<file path="config.mk">
export PLATFORM = sky130hd
export DESIGN_NAME = unique_key_fifo
export DESIGN_NICKNAME = d
export VERILOG_FILES = /design/src/rtl/ukf_pkg.sv /design/src/rtl/unique_key_fifo.sv
export SDC_FILE = /design/constraint.sdc
export NUM_CORES = 2
export LEC_CHECK = 0
export BUFFER_PORTS_ARGS = -buffer_cell sky130_fd_sc_hd__clkbuf_2
export CORE_ASPECT_RATIO = 0.5
export CORE_MARGIN = 2
export CORE_UTILIZATION = 62
export DETAILED_ROUTE_END_ITERATION = 8
export GPL_TIMING_DRIVEN = 0
export PLACE_DENSITY_LB_ADDON = 0.15
export SYNTH_ARGS = -nofsm -noshare
export SYNTH_HDL_FRONTEND = slang
export SYNTH_SLANG_ARGS = --single-unit
</file>
<file path="constraint.sdc">
create_clock -name clk -period 10.3 [get_ports clk]
set_clock_uncertainty 0.1 [all_clocks]
set_input_delay 1.03 -clock clk [delete_from_list [all_inputs] [get_ports clk]]
set_output_delay 1.03 -clock clk [all_outputs]
set_load 0.05 [all_outputs]
</file>
<file path="src/rtl/ukf_pkg.sv">
// Shared constants and codes for the unique key queue.
package ukf_pkg;

	localparam int DEPTH = 16;
	localparam int IDX_W = (DEPTH > 1) ? $clog2(DEPTH) : 1;
	localparam int CNT_W = $clog2(DEPTH + 1);
	localparam int WORD_W = 32;
	localparam int STATUS_W = 2;
	localparam int OCC_W = 5;

	localparam logic [STATUS_W-1:0] ST_OK = 2'd0;
	localparam logic [STATUS_W-1:0] ST_DUP = 2'd1;
	localparam logic [STATUS_W-1:0] ST_UNDER = 2'd2;
	localparam logic [STATUS_W-1:0] ST_FULL = 2'd3;

	localparam logic FUNC_ENQ = 1'b0;
	localparam logic FUNC_DEQ = 1'b1;

endpackage

</file>
<file path="src/rtl/unique_key_fifo.sv">
// Top level of the unique key queue: control sequencer and key and data memories.
//
// A bounded first-in first-out queue of key and data pairs with unique keys,
// held in two single-port synchronous memories with registered read outputs.
// A request is taken only while the sequencer is idle, one at a time. An enqueue
// reads every held key from the key memory, one per cycle, and then writes the
// pair unless a key matched or the queue is full. A dequeue reads the head and
// goes via S_DEQ_RD to S_RESULT; an underflow skips S_DEQ_RD. The result sits in an
// output register, so the next request is taken while a result waits; a result
// that cannot be handed on holds the sequencer until the output register frees.
// There is no clearing pass: entries are read only after they are written.
module unique_key_fifo (
	input  logic                                clk,
	input  logic                                arst_n,
	input  logic                                in_valid,
	output logic                                in_stall,
	input  logic                                func,
	input  logic signed [ukf_pkg::WORD_W-1:0]   in_key,
	input  logic signed [ukf_pkg::WORD_W-1:0]   in_data,
	output logic                                out_valid,
	input  logic                                out_stall,
	output logic        [ukf_pkg::STATUS_W-1:0] status,
	output logic signed [ukf_pkg::WORD_W-1:0]   out_key,
	output logic signed [ukf_pkg::WORD_W-1:0]   out_data,
	output logic        [ukf_pkg::OCC_W-1:0]    occupancy
);

	localparam logic [1:0] S_IDLE   = 2'd0;
	localparam logic [1:0] S_SEARCH = 2'd1;
	localparam logic [1:0] S_DEQ_RD = 2'd2;
	localparam logic [1:0] S_RESULT = 2'd3;

	localparam logic [ukf_pkg::IDX_W-1:0] LAST_IDX = ukf_pkg::IDX_W'(ukf_pkg::DEPTH - 1);
	localparam logic [ukf_pkg::CNT_W-1:0] FULL_CNT = ukf_pkg::CNT_W'(ukf_pkg::DEPTH);

	logic [ukf_pkg::WORD_W-1:0] key_mem [ukf_pkg::DEPTH];
	logic [ukf_pkg::WORD_W-1:0] data_mem [ukf_pkg::DEPTH];

	logic [1:0]                    state_q;
	logic [ukf_pkg::IDX_W-1:0]     head_q;
	logic [ukf_pkg::IDX_W-1:0]     tail_q;
	logic [ukf_pkg::CNT_W-1:0]     count_q;
	logic [ukf_pkg::IDX_W-1:0]     ptr_q;
	logic [ukf_pkg::CNT_W-1:0]     iss_q;
	logic                          hit_q;
	logic                          rd_vld_s1;
	logic [ukf_pkg::WORD_W-1:0]    key_rd_s1;
	logic [ukf_pkg::WORD_W-1:0]    data_rd_s1;
	logic [ukf_pkg::WORD_W-1:0]    req_key_q;
	logic [ukf_pkg::WORD_W-1:0]    req_data_q;
	logic [ukf_pkg::STATUS_W-1:0]  res_status_q;
	logic [ukf_pkg::WORD_W-1:0]    res_key_q;
	logic [ukf_pkg::WORD_W-1:0]    res_data_q;
	logic [ukf_pkg::CNT_W-1:0]     res_count_q;
	logic                          out_valid_q;
	logic [ukf_pkg::STATUS_W-1:0]  out_status_q;
	logic [ukf_pkg::WORD_W-1:0]    out_key_q;
	logic [ukf_pkg::WORD_W-1:0]    out_data_q;
	logic [ukf_pkg::CNT_W-1:0]     out_count_q;

	logic                          accept;
	logic                          rd_en;
	logic [ukf_pkg::IDX_W-1:0]     rd_addr;
	logic                          wr_en;
	logic                          search_done;
	logic                          out_free;

	function automatic logic [ukf_pkg::IDX_W-1:0] advance(input logic [ukf_pkg::IDX_W-1:0] i);
		advance = (i == LAST_IDX) ? '0 : i + 1'b1;
	endfunction

	assign accept = in_valid && (state_q == S_IDLE);
	assign in_stall = (state_q != S_IDLE);
	assign out_free = !out_valid_q || !out_stall;
	assign search_done = (state_q == S_SEARCH) && (iss_q >= count_q) && !rd_vld_s1;
	assign wr_en = search_done && !hit_q && (count_q < FULL_CNT);

	always_comb begin
		rd_en = 1'b0;
		rd_addr = ptr_q;
		if (accept && (func == ukf_pkg::FUNC_DEQ)) begin
			rd_en = (count_q != '0);
			rd_addr = head_q;
		end else if ((state_q == S_SEARCH) && (iss_q < count_q)) begin
			rd_en = 1'b1;
			rd_addr = ptr_q;
		end
	end

	always_ff @(posedge clk) begin
		if (wr_en) begin
			key_mem[tail_q] <= req_key_q;
			data_mem[tail_q] <= req_data_q;
		end
		if (rd_en) begin
			key_rd_s1 <= key_mem[rd_addr];
			data_rd_s1 <= data_mem[rd_addr];
		end
	end

	always_ff @(posedge clk) begin
		if (accept) begin
			req_key_q <= in_key;
			req_data_q <= in_data;
		end
		if (accept && (func == ukf_pkg::FUNC_DEQ) && (count_q == '0)) begin
			res_status_q <= ukf_pkg::ST_UNDER;
			res_key_q <= '0;
			res_data_q <= '0;
			res_count_q <= count_q;
		end
		if (search_done) begin
			res_key_q <= '0;
			res_data_q <= '0;
			if (hit_q) begin
				res_status_q <= ukf_pkg::ST_DUP;
				res_count_q <= count_q;
			end else if (count_q >= FULL_CNT) begin
				res_status_q <= ukf_pkg::ST_FULL;
				res_count_q <= count_q;
			end else begin
				res_status_q <= ukf_pkg::ST_OK;
				res_count_q <= count_q + 1'b1;
			end
		end
		if (state_q == S_DEQ_RD) begin
			res_status_q <= ukf_pkg::ST_OK;
			res_key_q <= key_rd_s1;
			res_data_q <= data_rd_s1;
			res_count_q <= count_q - 1'b1;
		end
		if ((state_q == S_RESULT) && out_free) begin
			out_status_q <= res_status_q;
			out_key_q <= res_key_q;
			out_data_q <= res_data_q;
			out_count_q <= res_count_q;
		end
	end

	always_ff @(posedge clk or negedge arst_n) begin
		if (!arst_n) begin
			state_q <= S_IDLE;
			head_q <= '0;
			tail_q <= '0;
			count_q <= '0;
			ptr_q <= '0;
			iss_q <= '0;
			hit_q <= 1'b0;
			rd_vld_s1 <= 1'b0;
			out_valid_q <= 1'b0;
		end else begin
			rd_vld_s1 <= rd_en && (state_q == S_SEARCH);
			if (rd_vld_s1 && (key_rd_s1 == req_key_q)) begin
				hit_q <= 1'b1;
			end
			if (out_valid_q && !out_stall) begin
				out_valid_q <= 1'b0;
			end
			case (state_q)
				S_IDLE: begin
					if (accept) begin
						if (func == ukf_pkg::FUNC_DEQ) begin
							state_q <= (count_q == '0) ? S_RESULT : S_DEQ_RD;
						end else begin
							ptr_q <= head_q;
							iss_q <= '0;
							hit_q <= 1'b0;
							state_q <= S_SEARCH;
						end
					end
				end
				S_SEARCH: begin
					if (iss_q < count_q) begin
						ptr_q <= advance(ptr_q);
						iss_q <= iss_q + 1'b1;
					end else if (!rd_vld_s1) begin
						if (wr_en) begin
							tail_q <= advance(tail_q);
							count_q <= count_q + 1'b1;
						end
						state_q <= S_RESULT;
					end
				end
				S_DEQ_RD: begin
					head_q <= advance(head_q);
					count_q <= count_q - 1'b1;
					state_q <= S_RESULT;
				end
				S_RESULT: begin
					if (out_free) begin
						out_valid_q <= 1'b1;
						state_q <= S_IDLE;
					end
				end
				default: begin
					state_q <= S_IDLE;
				end
			endcase
		end
	end

	assign out_valid = out_valid_q;
	assign status = out_status_q;
	assign out_key = out_key_q;
	assign out_data = out_data_q;
	assign occupancy = ukf_pkg::OCC_W'(out_count_q);

endmodule
</file>
# Word-level counts from Yosys, hierarchy flattened
# Memories as Yosys holds them, arrays and structs flattened. A register that Yosys moved wholly into a read port is not among the register bits.
# Index checks and enable logic that the tools add are counted.
# word_totals
inputBits	69
ramBits	1024
out_inout_bits	73
register_bits	233
word_cells	123
mem_count	2
latch_bits	0
rom_bits	0
# memory_table
name	words	word_bits	rd	rd_ports_with_merged_regs	write_ports	line_no	text
data_mem	16	32	1	1	1	unique_key_fifo.sv:37	logic [ukf_pkg::WORD_W-1:0] data_mem [ukf_pkg::DEPTH];
key_mem	16	32	1	1	1	unique_key_fifo.sv:36	logic [ukf_pkg::WORD_W-1:0] key_mem [ukf_pkg::DEPTH];
# op_classes
magnitude_cmp	4
shifts	0
add_sub_neg	6
eq_ne	14
mul	0
n_div	0
n_reduce_logical	29
bitwise	2
muxes	47
# ops
op	n
32-bit 2-to-1 mux	4
5-bit 2-to-1 mux	11
32-bit == test	1
4-bit 2-to-1 mux	7
5-bit case mux with 2 select lines	2
2-bit 2-to-1 mux	9
4-bit AND reduction	4
4-bit by 1-bit adder with 4-bit output, second input constant	3
4-bit == test, second input constant	3
1-bit logical AND	12
1-bit 2-to-1 mux	12
2-bit inequality test, second input constant	6
5-bit by 1-bit adder with 5-bit output, second input constant	2
2-bit case mux with 4 select lines	1
4-bit case mux with 2 select lines	1
2-bit nonzero test	4
5-bit greater-or-equal comparator	1
5-bit greater-or-equal comparator, second input constant	1
5-bit zero test	1
5-bit less-than comparator	1
5-bit less-than comparator, second input constant	1
5-bit nonzero test	1
5-bit by 1-bit subtractor with 5-bit output, second input constant	1
2-bit == test, second input constant	2
7 further kinds	11

# Logic depth before layout (Yosys ltp)
# depth
ltp_word	9
ltp_mapped	11
mapped_depth_nobuf	7

# Least setup slack after synthesis
# OpenSTA, ideal clock, no wires.
# synth_path
path_type	register to register
start	reg state_q[1]
end	mem data_mem[0][0] in the netlist's numbering (enable)
period_less_slack_ps	8409
arrival_time_ps	7664
required_time_ps	9555
stages_incl_launch_ff	7
n_path_buf	0
path_slack_ps	1891
setup_ps	645
cell_sequence	dfrtp_1 > inv_1 > ha_1 > inv_1 > nor4_1 > nand2_1 > nor4_1
# synth_between
elab_chain_cells	7
# synth_lines
item	line_no	text
start: declaration	unique_key_fifo.sv:39	logic [1:0] state_q;
start signal: assignment	unique_key_fifo.sv:163	state_q <= (count_q == '0) ? S_RESULT : S_DEQ_RD;
2-bit by 1-bit == test with 1-bit output	unique_key_fifo.sv:75	assign search_done = (state_q == S_SEARCH) && (iss_q >= count_q) && !rd_vld_s1;
1-bit logical AND (2 in a row)	unique_key_fifo.sv:75	
1-bit logical AND (2 in a row)	unique_key_fifo.sv:76	assign wr_en = search_done && !hit_q && (count_q < FULL_CNT);
1-bit 2-to-1 mux	unique_key_fifo.sv:91	if (wr_en) begin
1-bit 2-to-1 mux (implied by the code)	unique_key_fifo.sv:93	data_mem[tail_q] <= req_data_q;
end: declaration	unique_key_fifo.sv:37	
# Every way passes these cells.

# Worst setup path in the final report
# layout_path
start	reg state_q[0]
end	reg data_rd_s1[7] in the netlist's numbering, read port of data_mem, data pin
# layout_between
elab_chain_cells	4
elab_cells_between_ends	8
cone_classes	1 x eq/ne; 3 x mux; 4 x reduce/logical
# layout_lines
item	line_no	text
2-bit by 1-bit == test with 1-bit output or 2-bit zero test (tied branches)	unique_key_fifo.sv:84, unique_key_fifo.sv:72	
1-bit logical AND, on equally long branches	unique_key_fifo.sv:84, unique_key_fifo.sv:72	
1-bit 2-to-1 mux or 1-bit logical AND (tied branches)	unique_key_fifo.sv:84, unique_key_fifo.sv:81	
1-bit 2-to-1 mux or 4-bit 2-to-1 mux (tied branches)	unique_key_fifo.sv:81	if (accept && (func == ukf_pkg::FUNC_DEQ)) begin
end: declaration	unique_key_fifo.sv:48	logic [ukf_pkg::WORD_W-1:0] data_rd_s1;
# Several ways; a longest one is shown, not always the timed one.
# A chain may end at the register's enable or synchronous reset.

==> metrics.csv <==
stage,metric,value,unit
drt,dr.pass1.iters,6,
placement,dp_cells,5125,
drt,detail-route-antenna-nets,0,
floorplan,core-area,89000,um2
run_status,violations,max-capacitance violations,
grt,grt_pass1_vias,35000,
clock_tree,h-tree-depth,3,
clock_tree,root_buffer,clkbuf_16,
floorplan,die_area,93000,um2
clock_tree,ctsHoldBuffers,0,
sta,fin_crit_sh,46.6,%
drt,drcViolationCount,0,
logic_synthesis,ys_async_sr_fraction,2.04,%
floorplan,rows,77,
logic_synthesis,synth_largest_area_cell,edfxtp_1,
clock_tree,cts_tree,yes,
drt,viasPerCell,6.76,
power,vdd_drop_max,0.178,mV
sta,setup_viol,0,
grt,overflow,0,
cells_and_area,fin_cells,5333,
setup_path,crit_chain,inv_1 -> ha_1 -> buf_4 -> nand3_2 -> buf_4 -> buf_2 -> mux2i_1 -> nand2_1 -> clkbuf_1 -> o22ai_1 -> or3b_1,
setup_path,rrSetupSlack,5.50,ns
setup_path,cp.arrival,5.17,ns
run,cap_viol_max_count,1,
logic_synthesis,synthFlopType,edfxtp_1,
drt,drtIter0Drc,5359,
sta,hold_slack,0.271,ns
sta,slew_violations,0,
floorplan,initial_utilization,63.0,%
cells_and_area,num-nets-final,4140,
logic_synthesis,yosysTopAreaCellShare,69.2,%
logic_synthesis,synth_warnings,0,
setup_path,cp-end-kind,register,
floorplan,die_x,429,um
floorplan,num_io_pins,142,
logic_synthesis,synth_most_common_cell,edfxtp_1,
sta,hold_viol,0,
sta,setup_tns,0,ns
drt,wirelength,158,mm
setup_path,slowest_delay,1.00,ns
sta,fmax,0.208,GHz
logic_synthesis,syn_avg_cell_area,15.0,um2
power,powerDensity,284,nW/um2
power,power.leakage,21.3,nW
setup_path,path_class,reg2reg,
drt,wl_per_cell,29.7,um
logic_synthesis,ys_ff_latch,1321,
clock_tree,worstSkewPairLatency,0.74,ns
clock_tree,cts_sinks,1321,
logic_synthesis,synth_area,56100,um2
run_status,status,finished with violations,
hold_path,hold_path_class,in2async,
grt,grt_pass1_wl,228,mm
clock_tree,cts_buffers,109,
clock_tree,cts_setup_buffers,0,
grt,grt_max_degree,45,
logic_synthesis,syn-num-nets,3822,
floorplan,die_h,217,um
sta,tightest_slew,1.46,ns
logic_synthesis,yosys-top-cells-count,"1292 x edfxtp_1, 265 x mux2i_1, 215 x nand2_1, 196 x nand2b_1, 195 x a21o_1",
clock_tree,clkTransAtPathRegs,0.07,ns
placement,place_ws,4.78,ns
setup_path,crit_top_cell,buf_4,
cells_and_area,drive_gt1_share,14.0,%
sta,finalWorstSetupSlack,5.50,ns
setup_path,cp.required,10.67,ns
grt,antenna_found_initial,5,
placement,place.gp.congestion,0.915,
sta,min_period,4.80,ns
setup_path,cp_num_buf_inv,5,
logic_synthesis,yosys.cell_types.count,55,
setup_path,startpoint_type,register,
drt,num_vias,36100,
logic_synthesis,syn_inst,3734,
cells_and_area,nFillCells,5781,
setup_path,path_delay_family,buffers and inverters,
logic_synthesis,netlist_top_cells_area,"edfxtp_1 69%, mux2i_1 4.7%, a21o_1 2.6%, nand2b_1 2.2%, a311oi_1 1.8%",
setup_path,crit_path_top_delay_cell,clkbuf_1,
cells_and_area,syn_to_final_growth,12.1,%
placement,port_buffers,141,
sta,slew_headroom,0.240,%
grt,grt_use_total,33.7,%
placement,dp_hpwl,108,mm
clock_tree,cts_buffer_depth,3,
clock_tree,cts-resized-gates,0,
logic_synthesis,synth_edf_count,1292,
logic_synthesis,ys_seq_area_share,70.4,%
setup_path,worstPathMaxFanout,10,
sta,grt_setup_unrepaired,false,
final timing paths:
check                                     from            end  cells past startpoint
min in group clk                res_data_q[22]   out_data[22]                      0
worst max-delay path                state_q[0]  data_rd_s1[7]                     11
worst max register to register      state_q[0]  data_rd_s1[7]                     11
max in group asynchronous               arst_n      tail_q[3]                      1
worst min register to register  res_data_q[22]   out_data[22]                      0
worst min-delay path                    arst_n      out_valid                      1
kinds of logic (layout without fill, tap and decap cells):
group / Yosys count / after routing / synth area share [%]
DFF: 1321 / 1321 / 70.4
and+or+nand+nor: 1013 / 1013 / 10.5
AOI/OAI and AO/OA: 715 / 715 / 9.64
muxes: 334 / 334 / 6.13
buffers and inverters: 289 / 698 / 2.19
xor gates and xnor gates: 43 / 43 / 0.671
adders and majority gates: 19 / 19 / 0.424
other: 0 / 5 / 0
through the flow:
| stage | util [%] | total power, mW | instance area, um2 |
|---|---|---|---|
| detailed placement | 66.6 | 13.5 | 59300 |
| finish | 70.6 | 17.9 | 62900 |
| CTS | 70.6 | 17.7 | 62800 |
| global route | 70.6 | 18.4 | 62800 |
| global placement | 65.5 | 13.3 | 58300 |
| floorplan | - | 11.1 | 56100 |
where the power goes:
group / internal (mW) / total, mW / switching [mW]
Clock: 2.31 / 4.25 / 1.95
Sequential: 6.87 / 7.28 / 0.409
Combinational: 2.02 / 6.33 / 4.32
Total: 11.2 / 17.9 / 6.67
routing by layer:
layer,wire (um),track usage [%]
met5,0,0
met2,68900,49.7
met3,22800,9.08
met1,61700,49.1
met4,4940,11.3
cells in the final DEF, fill, tap and decap left out, types with 60 or more instances in the layout:
cell type	synthesis	final
nand3b_1	114	114
clkbuf_2	0	141
mux2_2	61	60
edfxtp_1	1292	1292
nor2b_1	84	84
and2_1	152	148
buf_2	74	75
o22ai_1	129	129
nand3_1	127	127
clkbuf_1	178	192
clkbuf_16	0	113
nand2_1	215	215
a311oi_1	113	113
nand2b_1	196	196
a21o_1	195	195
o21ai_0	97	97
or3b_1	64	64
a211oi_1	84	84
mux2i_1	265	264
layout make-up:
class	count	area, um2	share of cell area [%]
Antenna cell	5	12.5	0.0199
Multi-Input combinational cell	2124	15500	24.6
Timing Repair Buffer	207	1570	2.50
Tap cell	1185	1480	2.36
Sequential cell	1321	39500	62.9
Inverter	21	78.8	0.125
Buffer	268	1150	1.83
Clock inverter	75	703	1.12
Clock buffer	127	2880	4.58
sequential cells by signal, summed over array words and instances (netlist names), 32 cells and up:
signal / flops
out_key: 32
key_rd_s1: 32
out_data: 32
res_data_q: 32
data_rd_s1: 32
req_data_q: 32
res_key_q: 32
data_mem: 512
key_mem: 512
req_key_q: 32
Note: power is estimated with default switching activity, not from simulation.
